==> src/rtl/core/csd_pkg.sv <==
`timescale 1ns / 1ps
package csd_pkg;

  localparam int MAX_POINTS = 1024;
  localparam int IDX_W      = $clog2(MAX_POINTS);
  localparam int CNT_W      = $clog2(MAX_POINTS + 1);

  localparam logic [1:0] KIND_LOAD   = 2'd0;
  localparam logic [1:0] KIND_FINISH = 2'd1;
  localparam logic [1:0] KIND_READ   = 2'd2;
  localparam logic [1:0] KIND_SPARE  = 2'd3;

  localparam logic [1:0] STAT_OK      = 2'd0;
  localparam logic [1:0] STAT_FULL    = 2'd1;
  localparam logic [1:0] STAT_BAD_RD  = 2'd2;

  typedef enum logic [3:0] {
    ST_IDLE,
    ST_RK_I,
    ST_RK_CAP,
    ST_RK_JRD,
    ST_RK_JCMP,
    ST_RK_WR,
    ST_DD_A,
    ST_DD_B,
    ST_DD_C,
    ST_FIN,
    ST_RD_B,
    ST_RD_C,
    ST_RESP
  } state_t;

  // controller -> datapath
  typedef struct packed {
    logic accept;
    logic pt_rd_i;
    logic cap_i;
    logic pt_rd_j;
    logic cmp_j;
    logic wr_rank;
    logic sb_rd;
    logic pt_rd_sb;
    logic dd_cmp;
    logic fin;
    logic pt_rd_ord;
    logic rd_res;
  } cmd_t;

  // datapath -> controller
  typedef struct packed {
    logic [1:0] kind;
    logic       n_zero;
    logic       rd_ok;
    logic       j_last;
    logic       i_last;
    logic       k_last;
  } sts_t;

  // binary64 bits -> unsigned key in numeric order; all NaNs last and equal,
  // both zeros equal
  function automatic logic [63:0] order_key(input logic [63:0] b);
    logic [62:0] mag;
    logic [63:0] k;
    mag = b[62:0];
    if (mag > 63'h7FF0000000000000) k = 64'hFFFF_FFFF_FFFF_FFFF;
    else if (mag == 63'd0) k = 64'h8000_0000_0000_0000;
    else if (b[63]) k = ~b;
    else k = {1'b1, b[62:0]};
    return k;
  endfunction

endpackage

==> src/rtl/core/csd_ctrl.sv <==
`timescale 1ns / 1ps
module csd_ctrl (
  input  logic            clk,
  input  logic            rst,
  input  logic            in_valid,
  output logic            in_ready,
  output logic            out_valid,
  input  logic            out_ready,
  input  csd_pkg::sts_t   sts,
  output csd_pkg::cmd_t   cmd
);

  csd_pkg::state_t state, state_next;

  always_ff @(posedge clk) begin
    if (rst) state <= csd_pkg::ST_IDLE;
    else state <= state_next;
  end

  always_comb begin
    state_next = state;
    case (state)
      csd_pkg::ST_IDLE: begin
        if (in_valid) begin
          case (sts.kind)
            csd_pkg::KIND_FINISH:
              state_next = sts.n_zero ? csd_pkg::ST_RESP : csd_pkg::ST_RK_I;
            csd_pkg::KIND_READ:
              state_next = sts.rd_ok ? csd_pkg::ST_RD_B : csd_pkg::ST_RESP;
            default: state_next = csd_pkg::ST_RESP;
          endcase
        end
      end
      csd_pkg::ST_RK_I:    state_next = csd_pkg::ST_RK_CAP;
      csd_pkg::ST_RK_CAP:  state_next = csd_pkg::ST_RK_JRD;
      csd_pkg::ST_RK_JRD:  state_next = csd_pkg::ST_RK_JCMP;
      csd_pkg::ST_RK_JCMP:
        state_next = sts.j_last ? csd_pkg::ST_RK_WR : csd_pkg::ST_RK_JRD;
      csd_pkg::ST_RK_WR:
        state_next = sts.i_last ? csd_pkg::ST_DD_A : csd_pkg::ST_RK_I;
      csd_pkg::ST_DD_A:    state_next = csd_pkg::ST_DD_B;
      csd_pkg::ST_DD_B:    state_next = csd_pkg::ST_DD_C;
      csd_pkg::ST_DD_C:
        state_next = sts.k_last ? csd_pkg::ST_FIN : csd_pkg::ST_DD_A;
      csd_pkg::ST_FIN:     state_next = csd_pkg::ST_RESP;
      csd_pkg::ST_RD_B:    state_next = csd_pkg::ST_RD_C;
      csd_pkg::ST_RD_C:    state_next = csd_pkg::ST_RESP;
      csd_pkg::ST_RESP:
        if (out_ready) state_next = csd_pkg::ST_IDLE;
      default: state_next = csd_pkg::ST_IDLE;
    endcase
  end

  // no request is taken while reset is held
  always_comb begin
    cmd       = '0;
    in_ready  = 1'b0;
    out_valid = 1'b0;
    case (state)
      csd_pkg::ST_IDLE: begin
        in_ready   = !rst;
        cmd.accept = in_valid && !rst;
      end
      csd_pkg::ST_RK_I:    cmd.pt_rd_i   = 1'b1;
      csd_pkg::ST_RK_CAP:  cmd.cap_i     = 1'b1;
      csd_pkg::ST_RK_JRD:  cmd.pt_rd_j   = 1'b1;
      csd_pkg::ST_RK_JCMP: cmd.cmp_j     = 1'b1;
      csd_pkg::ST_RK_WR:   cmd.wr_rank   = 1'b1;
      csd_pkg::ST_DD_A:    cmd.sb_rd     = 1'b1;
      csd_pkg::ST_DD_B:    cmd.pt_rd_sb  = 1'b1;
      csd_pkg::ST_DD_C:    cmd.dd_cmp    = 1'b1;
      csd_pkg::ST_FIN:     cmd.fin       = 1'b1;
      csd_pkg::ST_RD_B:    cmd.pt_rd_ord = 1'b1;
      csd_pkg::ST_RD_C:    cmd.rd_res    = 1'b1;
      csd_pkg::ST_RESP:    out_valid     = 1'b1;
      default: ;
    endcase
  end

endmodule

==> config.mk <==
export PLATFORM = sky130hd
export DESIGN_NAME = csd_ctrl
export DESIGN_NICKNAME = d
export VERILOG_FILES = /design/src/rtl/core/csd_pkg.sv /design/src/rtl/core/csd_ctrl.sv
export SDC_FILE = /design/constraint.sdc
export NUM_CORES = 1
export LEC_CHECK = 0
export ABC_AREA = 0
export BUFFER_PORTS_ARGS = -buffer_cell sky130_fd_sc_hd__buf_2
export CAP_MARGIN = 10
export CORE_AREA = 2 2 42 44
export DETAILED_ROUTE_END_ITERATION = 16
export DIE_AREA = 0 0 44 46
export GPL_TIMING_DRIVEN = 0
export PLACE_DENSITY = 0.56
export SETUP_SLACK_MARGIN = 0.05
export SYNTH_ARGS = -nofsm -noshare
export SYNTH_HDL_FRONTEND = slang
export SYNTH_SLANG_ARGS = --single-unit
export TNS_END_PERCENT = 50
==> constraint.sdc <==
create_clock -name clk -period 2.6 [get_ports clk]
set_input_delay 0.26 -clock clk [delete_from_list [all_inputs] [get_ports clk]]
set_output_delay 0.26 -clock clk [all_outputs]
set_load 0.005 [all_outputs]
Word level (Yosys, flattened, before mapping)
Index checks and enable logic that the tools add are counted.

word-level totals
  output and inout port bits = 14
  bits in registers = 4
  logic and storage cells = 45

cells by class
  equality and inequality tests = 16
  reduce and logical (&&, ||, !) cells = 5
  multiplexer cells = 23

operators by type and width
  kind                  count
  $pmux W4 S12          1
  $eq A4 B4 Y1 const B  5
  $eq A4 B3 Y1 const B  4
  $mux W4               4
  $mux W1               14
  $mux W3               3
  $eq A4 B2 Y1 const B  2
  $pmux W4 S2           1
  $eq A4 B1 Y1 const B  1
  $logic_not A4 Y1      1
  $ne A2 B2 Y1 const B  2
  $eq A2 B1 Y1 const B  1
  $eq A2 B2 Y1 const B  1
  $reduce_and A2 Y1     1
  $reduce_or A2 Y1      1
  $logic_and A1 B1 Y1   1
  $logic_not A1 Y1      1

Longest topological paths before layout
Gate-level depths: netlist of the first run.

  depth after elaboration = 4
  gate-level depth with buffers = 6
  mapped depth without buffers = 6

Least setup slack after synthesis of the first run
OpenSTA, ideal clock, no wires.

  path type = reg-to-output
  start point = register state[2]
  end point = output cmd[11] (netlist bit)
  arrival = 1170 ps
  stages on the path, launching flop included = 4
  required time = 2340 ps
  buffers on the path = 0
  slack = 1170 ps
  cell sequence = dfxtp_1 -> or4_4 -> nor2_1 -> and2_1

RTL lines
  element                   RTL line        source
  start: declaration        csd_ctrl.sv:13  csd_pkg::state_t state, state_next;
  start signal: assignment  csd_ctrl.sv:16  if (rst) state <= csd_pkg::ST_IDLE;
  start signal: assignment  csd_ctrl.sv:17  else state <= state_next;
  end: declaration          csd_ctrl.sv:10  output csd_pkg::cmd_t cmd

==> results.md, run 1 <==
- Worst slew pin tran: between 400 and 500 ps
- I/O pins: 25
- Unrepaired setup endpoints after global routing: no
- Netlist cell types: 23
- Fin crit share: 68.37%
- Post-cts hold buffer count: 0
- Placer congestion estimate: between 0.7 and 0.8
- Die H: 46 µm
- P&R area growth vs syn: 34.84%
- Type of the worst setup path: reg2out
- Gr usage total: between 10% and 20%
- Final hold vios: 0
- Worst Path Required: between 2000 and 2500 ps
- CP max stage cell: or4_4
- Vias: 584
- Critical path arrival: between 1500 and 2000 ps
- ANT cells: 0
- DR pass1 iterations: 4
- Die Area: about 0.0020 mm²
- Max reg flops: 4
- Worst Skew: 1.534 ps
- Die Width: about 44 µm
- DRC: 0
- Hold Path Origin: rst
- Crit path cell chain: or4_4 > nor2_1 > and2_1 > buf_2
- Initial antenna violation count: 0
- Most frequent cells in the layout: buf_2 (25), nor2_1 (17), a21oi_1 (9)
- Antenna-violating nets left: 0
- Worst Setup SP: state[2]
- # fillers: 179
- CP max stage delay: 590 ps
- Buf+Inv Stages, Crit Path: 1
- Crit path time final: about 1800 ps
- #FFs+latches synth: 4
- Status: complete, no violations
- Slew Limit Fails: 0
- Layout cells sized above 1: between 30% and 40%
- Clock transition at the registers of the reported paths: approximately 40 ps
- Clk sink count: 4
- Syn_nets: 87
- Commonest non-fill, non-tap cell in the layout: buf_2
- Total CTS buffers: 3
- Power density cells: approximately 1100 mW/mm²
- Worst flop-to-flop path startpoint: state[2]
- Worst skew pair latency: between 200 and 250 ps
- CP endpoint kind: output port
- Fmax: between 500 and 600 MHz
- Leak: 0.3058 nW
- Root buffer cell: clkbuf_4
- Core Region: 0.001614 mm²
- Routed len/inst: roughly 11 µm
- Relative slew margins: 72.74%
- Initial core utilization: between 20% and 30%
- Seq/Total Area, Yosys: approximately 17%
- Initial drt markers: 11
- H-Tree Level Count: 1
- Reg with most FFs: state
- Mean area per synthesized cell: 6.357 µm²
- Post-CTS Setup Bufs: 0
- Final TNS setup: 0 ps
- Synth Warn #: 0
- Number of global-route vias before repair: a little under 500
- Hold WS: between 300 and 400 ps
- First-pass GRT wire length: approximately 2100 µm
- Mapped Area: 470.5 µm²
- CP top delay family: simple AND/OR/NAND/NOR gates
- Final setup fails: 0
- Nets: around 120
- Top Registers: state: 4 flops
- Total gr overflow: 0
- Mapped Cells: 74
- Drt via density: roughly 4.9
- CTS tree: done
- CTS max path bufs: 2
- Critical Path Source Type: register
- Total wire length: 1343 µm
- Largest net degree at the start of global routing: 11
- Crit-path max FO: 5
- Max-cap violations: 0
- FP Rows: 15
- Min-delay worst type: in2reg
- I/O Buffers: 24
- VDD IR max: between 0.3 and 0.4 mV
- Post-DP HPWL: between 1000 and 1500 µm
- Post-CTS resize count: 0
-- per-layer routing --
layer | track usage [%] | part of all wire, % | vias to the layer above
li1 | - | - | 312
met1 | 18.74 | 49 | 246
met2 | 22.94 | 44 | 26
met3 | 4.762 | 6.9 | 0
met4 | 0 | 0 | 0
met5 | 0 | 0 | -
-- area by class of cell --
| class | instances | area [µm²] | share of cell area [%] |
|---|---|---|---|
| buffer | 5 | 20.02 | 3.156 |
| timing repair buffer | 24 | 120.1 | 18.93 |
| inverter | 2 | 7.507 | 1.183 |
| sequential | 4 | 80.08 | 12.62 |
| multi-input combinational | 63 | 362.8 | 57.20 |
| clock buffer | 3 | 22.52 | 3.550 |
| tap | 17 | 21.27 | 3.353 |
-- logic make-up (layout without fill, tap and decap cells) --
family,Yosys count,count (layout),share of synthesized area [%]
AO/OA/AOI/OAI,19,19,25.00
buffers and inverters,7,34,5.850
flip-flops,4,4,17.02
adder cells (fa/ha/maj),2,2,5.318
AND/OR/NAND/NOR,42,42,46.81
-- worst reg2reg max path, cell delays in order, from the launching register on --
cell and delay (ps):
dfxtp_1 380, clkbuf_1 360, nand2b_1 290, o22ai_1 140, a21oi_1 150, nor2_1 70
-- cell usage after synthesis --
cell	count	area share, %
a211o_1	1	1.9
a211oi_1	2	3.2
a21oi_1	9	9.6
a21oi_2	1	1.9
and2_1	1	1.3
buf_2	1	1.1
clkbuf_1	4	3.2
dfxtp_1	4	17
ha_1	2	5.3
inv_1	2	1.6
nand2_1	3	2.4
nand2b_1	8	11
nand3b_1	2	3.2
nor2_1	17	14
nor3_1	7	7.4
nor4b_2	1	3.2
o21ai_0	2	2.1
o22a_1	1	1.9
o22ai_1	2	2.7
o31a_1	1	1.9
or2_2	1	1.3
or3_1	1	1.3
or4_4	1	2.4
-- report_power, final --
part / internal [mW] / switching [mW]
sequential: 0.0899 / 0.0273
combinational: 0.205 / 0.293
clock: 0.0516 / 0.0249
-- stage by stage --
step	total power [mW]	util (%)	instance area, µm²	setup slack [ps]	instances
finish	0.6923	39.30	634.4	822.5	118
global route	0.7633	39.30	634.4	724.3	118
CTS	0.6963	39.30	634.4	814.2	118
detailed placement	0.6131	37.91	611.8	1071	115
global placement	0.6154	37.91	611.8	1075	115
floorplan	0.4715	-	470.5	1170	74
-- final timing paths --
check,end,slack (ps),cells past startpoint
worst min-delay path,state[2],340,3
worst max register to register,state[3],1100,5
worst min register to register,state[2],780,4
worst max-delay path,cmd[11],820,4
Power figures use the tool's default switching activity.
==> run 2: changes to the inputs <==
clock period = 1.7 ns   (was 2.6 ns; I/O delays follow)
==> run 2 against run 1 <==
Effect of this change:
- register-to-register slack lost 930 ps
- first-iteration DRC count did not move
- combinational power rose by 66%
- critical path type unchanged
- critical endpoint unchanged
- largest power group unchanged
==> results.md, run 2 (synthesis gave the netlist of run 1 again) <==
- Layout cells sized above 1: 35.29% (+3.6 points)
- CP max stage cell: or4_4
- Clk sink count: 4 (unchanged)
- Root buffer cell: clkbuf_4
- Crit-path max FO: 6 (+1)
- Crit path time final: 1596 ps
- Worst skew pair latency: 230 ps (about the same)
- Initial core utilization: 29.15% (unchanged)
- Worst Skew: 0.9754 ps (-0.5581 ps)
- Drt via density: 4.958 (+0.18%)
- DR pass1 iterations: 2 (-2)
- Power density cells: 1724 mW/mm² (+58%)
- ANT cells: 0 (unchanged)
- Clock transition at the registers of the reported paths: 40 ps (about the same)
- Placer congestion estimate: 0.7339 (unchanged)
- Total chip power: 1.124 mW (+62%)
- Cell Count, Final, Fillers Out: 119 (+0.85%)
- Worst slew pin tran: 369.5 ps (-39.37 ps)
- CP top delay family: simple AND/OR/NAND/NOR gates
- CTS max path bufs: 2 (unchanged)
- Nets: 117 (+0.86%)
- First-pass GRT wire length: 2083 µm (unchanged)
- Flop2flop setup slack: 170 ps (-930 ps)
- CP max stage delay: 540 ps (-50 ps)
- Placed insts: 115 (unchanged)
- H-Tree Level Count: 1 (unchanged)
- Die H: 46 µm (unchanged)
- Reg with most FFs: state
- Critical path arrival: 1430 ps (-90 ps)
- Fmax: approximately 630 MHz
- Die Width: 44 µm (unchanged)
- I/O pins: 25 (unchanged)
- Total CTS buffers: 3 (unchanged)
- Leak: 0.3153 nW (+3.1%)
- Number of global-route vias before repair: 485 (+0.21%)
- Fin crit share: between 90% and 100%
- Routed len/inst: 11.34 µm (-0.32%)
- Min-delay worst type: in2reg
- Commonest non-fill, non-tap cell in the layout: buf_2
- Initial drt markers: 11 (unchanged)
- Unrepaired setup endpoints after global routing: yes
- Die Area: 0.002024 mm² (unchanged)
- Most frequent cells in the layout: buf_2 (25), nor2_1 (16), a21oi_1 (9)
- Initial antenna violation count: 0 (unchanged)
- Type of the worst setup path: reg2out
- Status: complete, no violations
- Buf+Inv Stages, Crit Path: 1 (unchanged)
- CTS tree: done
- Slew Limit Fails: 0 (unchanged)
- Antenna-violating nets left: 0 (unchanged)
- Max reg flops: 4 (unchanged)
- DRC: 0 (unchanged)
- Total gr overflow: 0 (unchanged)
- # fillers: 177 (-1.1%)
- Final TNS setup: 0 ps (unchanged)
- Relative slew margins: 75.37% (+2.6 points)
- FP Rows: 15 (unchanged)
- CP endpoint kind: output port
- Setup WS pre-CTS: 203.1 ps (-867.7 ps)
- Largest net degree at the start of global routing: 11 (unchanged)
- Critical Path Source Type: register
- Post-DP HPWL: 1050 µm (unchanged)
- Vias: 590 (+1.0%)
- P&R area growth vs syn: 38.56%
- VDD IR max: 0.6100 mV (+56%)
- Final hold vios: 0 (unchanged)
- Gr usage total: 14.03% (+0.082 points)
- Final setup fails: 0 (unchanged)
- Total wire length: 1350 µm (+0.52%)
- Final worst slack: 104.3 ps (-718.1 ps)
- Core Region: 0.001614 mm² (unchanged)
- I/O Buffers: 24 (unchanged)
- Worst Path Required: 1530 ps (-810 ps)
- Max-cap violations: 0 (unchanged)
- Crit path cell chain: or4_4 > nor2_4 > and2_1 > buf_2
- Hold WS: 273.5 ps (-66.31 ps)
- Top Registers: state: 4 flops
-- run 2: cell count changes in the layout (fill, tap and decap cells not counted), sizes merged --
| cell | previous run | this run |
|---|---|---|
| buf | 25 | 26 |
-- run 2: final cells by class --
cell class                      count  area, µm²  area share, %
Sequential cell                     4      81.33          12.48
Multi-Input combinational cell     63      370.4          56.81
Buffer                              5      21.27          3.263
Timing Repair Buffer               25      127.6          19.58
Tap cell                           17      21.27          3.263
Inverter                            2      7.507          1.152
Clock buffer                        3      22.52          3.455
-- run 2: path summary, 6_finish.rpt --
path	start	end	depth (start not counted)
worst max-delay path	state[3]	cmd[11]	4
worst min-delay path	rst	state[3]	3
worst max register to register	state[3]	state[0]	5
worst min register to register	state[3]	state[3]	4
-- run 2: worst reg2reg max path, cell delays in order (launching register included) --
cell and delay, ps:
dfxtp_2 330, or4_4 540, buf_4 180, nor4b_2 200, nor2_1 90, a21oi_2 130
-- run 2: per-stage QoR --
stage	cell area, µm²	util (%)
final	651.9	40.39
after detailed placement	611.8	37.91
after CTS	641.9	39.77
after global routing	651.9	40.39
after global placement	611.8	37.91
after floorplan	470.5	-
-- run 2: layer usage --
layer	vias to the layer above	global-route usage, %	wire length (µm)
li1	316	-	-
met1	253	18.74	665
met2	21	23.24	602
met3	0	4.762	82
met4	0	0	0
met5	-	0	0
-- run 2: report_power, final --
group	switching (mW)	internal [mW]
clock	0.0372	0.0789
combinational	0.472	0.354
sequential	0.0415	0.140
-- run 2: what timing repair did --
action                     CTS  global route
setup endpoints to repair    1             7
pin swaps                    1             0
gates resized for setup      0             5
setup buffers                1             0
hold buffers                 0             0
==> run 3: changes to the inputs <==
RECOVER_POWER = 50   (was default)
==> run 3 against run 2 <==
Effect of this change:
- first-iteration DRC count unchanged
- clock power hardly changed
- core utilization shrank 0.47 points
- sequential power hardly changed
- die area stayed put
- power is 2.5% lower
- clock skew about the same
- non-clock buffer count unchanged
- combinational power shrank 3.1%
- register-to-register slack worse by 50 ps
- critical path type unchanged
==> results.md, run 3 (synthesis gave the netlist of run 1 again) <==
- Status: complete, no violations
- Worst Path Required: 1530 ps (about the same)
- Fmax: 618.5 MHz (-1.3%)
- P&R area growth vs syn: 36.97%
- Critical Path Source Type: register
- Slew Limit Fails: 0 (unchanged)
- ANT cells: 0 (unchanged)
- Die Width: 44 µm (unchanged)
- Type of the worst setup path: reg2out
- Crit path time final: 1617 ps (+21.25 ps)
- Final hold vios: 0 (unchanged)
- Top Registers: state: 4 flops
- Die H: 46 µm (unchanged)
- Largest net degree at the start of global routing: 11 (unchanged)
- I/O pins: 25 (unchanged)
- Die Area: 0.002024 mm² (unchanged)
- Post-cts hold buffer count: 0 (unchanged)
- Min-delay worst type: in2reg
- Initial core utilization: 29.15% (unchanged)
- Nets: 117 (unchanged)
- Final setup fails: 0 (unchanged)
- Vias: 589 (-0.17%)
- Worst skew pair latency: 230 ps (about the same)
- CTS max path bufs: 2 (unchanged)
- Clk sink count: 4 (unchanged)
- DR pass1 iterations: 2 (unchanged)
- Final worst slack: 83.07 ps (-21.25 ps)
- Leak: 0.3009 nW (-4.6%)
- Commonest non-fill, non-tap cell in the layout: buf_2
- Initial antenna violation count: 0 (unchanged)
- Layout cells sized above 1: 31.37% (-3.9 points)
- Hold WS: 279.2 ps (+5.709 ps)
- Most frequent cells in the layout: buf_2 (21), nor2_1 (16), a21oi_1 (9)
- Reg with most FFs: state
- Crit-path max FO: 6 (unchanged)
- Max reg flops: 4 (unchanged)
- Core Region: 0.001614 mm² (unchanged)
- DRC: 0 (unchanged)
- VDD IR max: 0.5956 mV (-2.4%)
- FP Rows: 15 (unchanged)
- Max-cap violations: 0 (unchanged)
- Unrepaired setup endpoints after global routing: yes
- Total wire length: 1356 µm (+0.44%)
- Total CTS buffers: 3 (unchanged)
- Drt via density: 4.950 (-0.17%)
- CP endpoint kind: output port
- Routed len/inst: 11.39 µm (+0.44%)
- Setup WS pre-CTS: 203.1 ps (unchanged)
- I/O Buffers: 24 (unchanged)
- Relative slew margins: 75.64% (+0.27 points)
- Initial drt markers: 11 (unchanged)
- Total gr overflow: 0 (unchanged)
- H-Tree Level Count: 1 (unchanged)
- Post-DP HPWL: 1050 µm (unchanged)
- First-pass GRT wire length: 2083 µm (unchanged)
- Worst Skew: 0.9766 ps (+0.001166 ps)
- Final TNS setup: 0 ps (unchanged)
- Power density cells: 1701 mW/mm² (-1.4%)
- Gr usage total: 14.03% (unchanged)
- Clock transition at the registers of the reported paths: 40 ps (about the same)
- Placer congestion estimate: 0.7339 (unchanged)
- Root buffer cell: clkbuf_4
- Number of global-route vias before repair: 485 (unchanged)
- Worst slew pin tran: 365.4 ps (-4.042 ps)
- Antenna-violating nets left: 0 (unchanged)
- Fin crit share: 95.11% (+1.2 points)
- Critical path arrival: 1450 ps (+20 ps)
- CTS tree: done
run 3: cell types whose count changed in the layout (fill, tap and decap cells not counted):
| cell | delta |
|---|---|
| buf_2 | -4 |
| buf_4 | -1 |
| clkbuf_1 | +3 |
| clkbuf_2 | +2 |
| dfxtp_1 | +1 |
| dfxtp_2 | -1 |
run 3: final timing paths:
check        slack (ps)  startpoint  cells past startpoint        to
max reg2reg         120    state[3]                      5  state[0]
max                  80    state[3]                      4   cmd[11]
min reg2reg         780    state[2]                      4  state[2]
min                 280         rst                      3  state[2]
run 3: repair_timing:
item                                    CTS  global route
endpoints found under the setup margin    1             7
endpoints found under the hold margin     0             0
cloned                                    0             0
gates resized for setup                   0             5
pin swaps                                 1             0
buffers inserted                          1             0
run 3: final cells by class:
| type | count | area [µm²] |
|---|---|---|
| fillers | 179 | 969.7 |
| clock buffers | 3 | 22.52 |
| flip-flops and latches | 4 | 80.08 |
| well taps | 17 | 21.27 |
| multi-input cells | 63 | 370.4 |
| repair buffers | 25 | 121.4 |
| plain buffers | 5 | 21.27 |
| inverters | 2 | 7.507 |
run 3: critical path, stage by stage, from the launching register on:
cell and delay [ps]:
dfxtp_1 340, or4_4 560, nor2_4 90, and2_1 120, buf_2 100
run 3: metal layers:
metal	up-vias	global-route usage, %	part of all wire (%)
li1	316	-	-
met1	252	18.74	49
met2	21	23.24	45
met3	0	4.762	5.7
met4	0	0	0
met5	-	0	0
run 3: per-stage QoR:
step           power (mW)  area [µm²]  std cells  utilization [%]
3_3_place_gp       0.9412       611.8        115            37.91
3_5_place_dp       0.9377       611.8        115            37.91
6_report            1.096       644.4        119            39.92
2_1_floorplan      0.7211       470.5         74                -
4_1_cts             1.109       641.9        119            39.77
5_1_grt             1.208       644.4        119            39.92
run 3: where the power goes:
group / switching [mW] / leakage (nW) / internal, mW
Sequential: 0.0417 / 0.0329 / 0.137
Clock: 0.0373 / 0.0138 / 0.0789
Combinational: 0.472 / 0.254 / 0.328
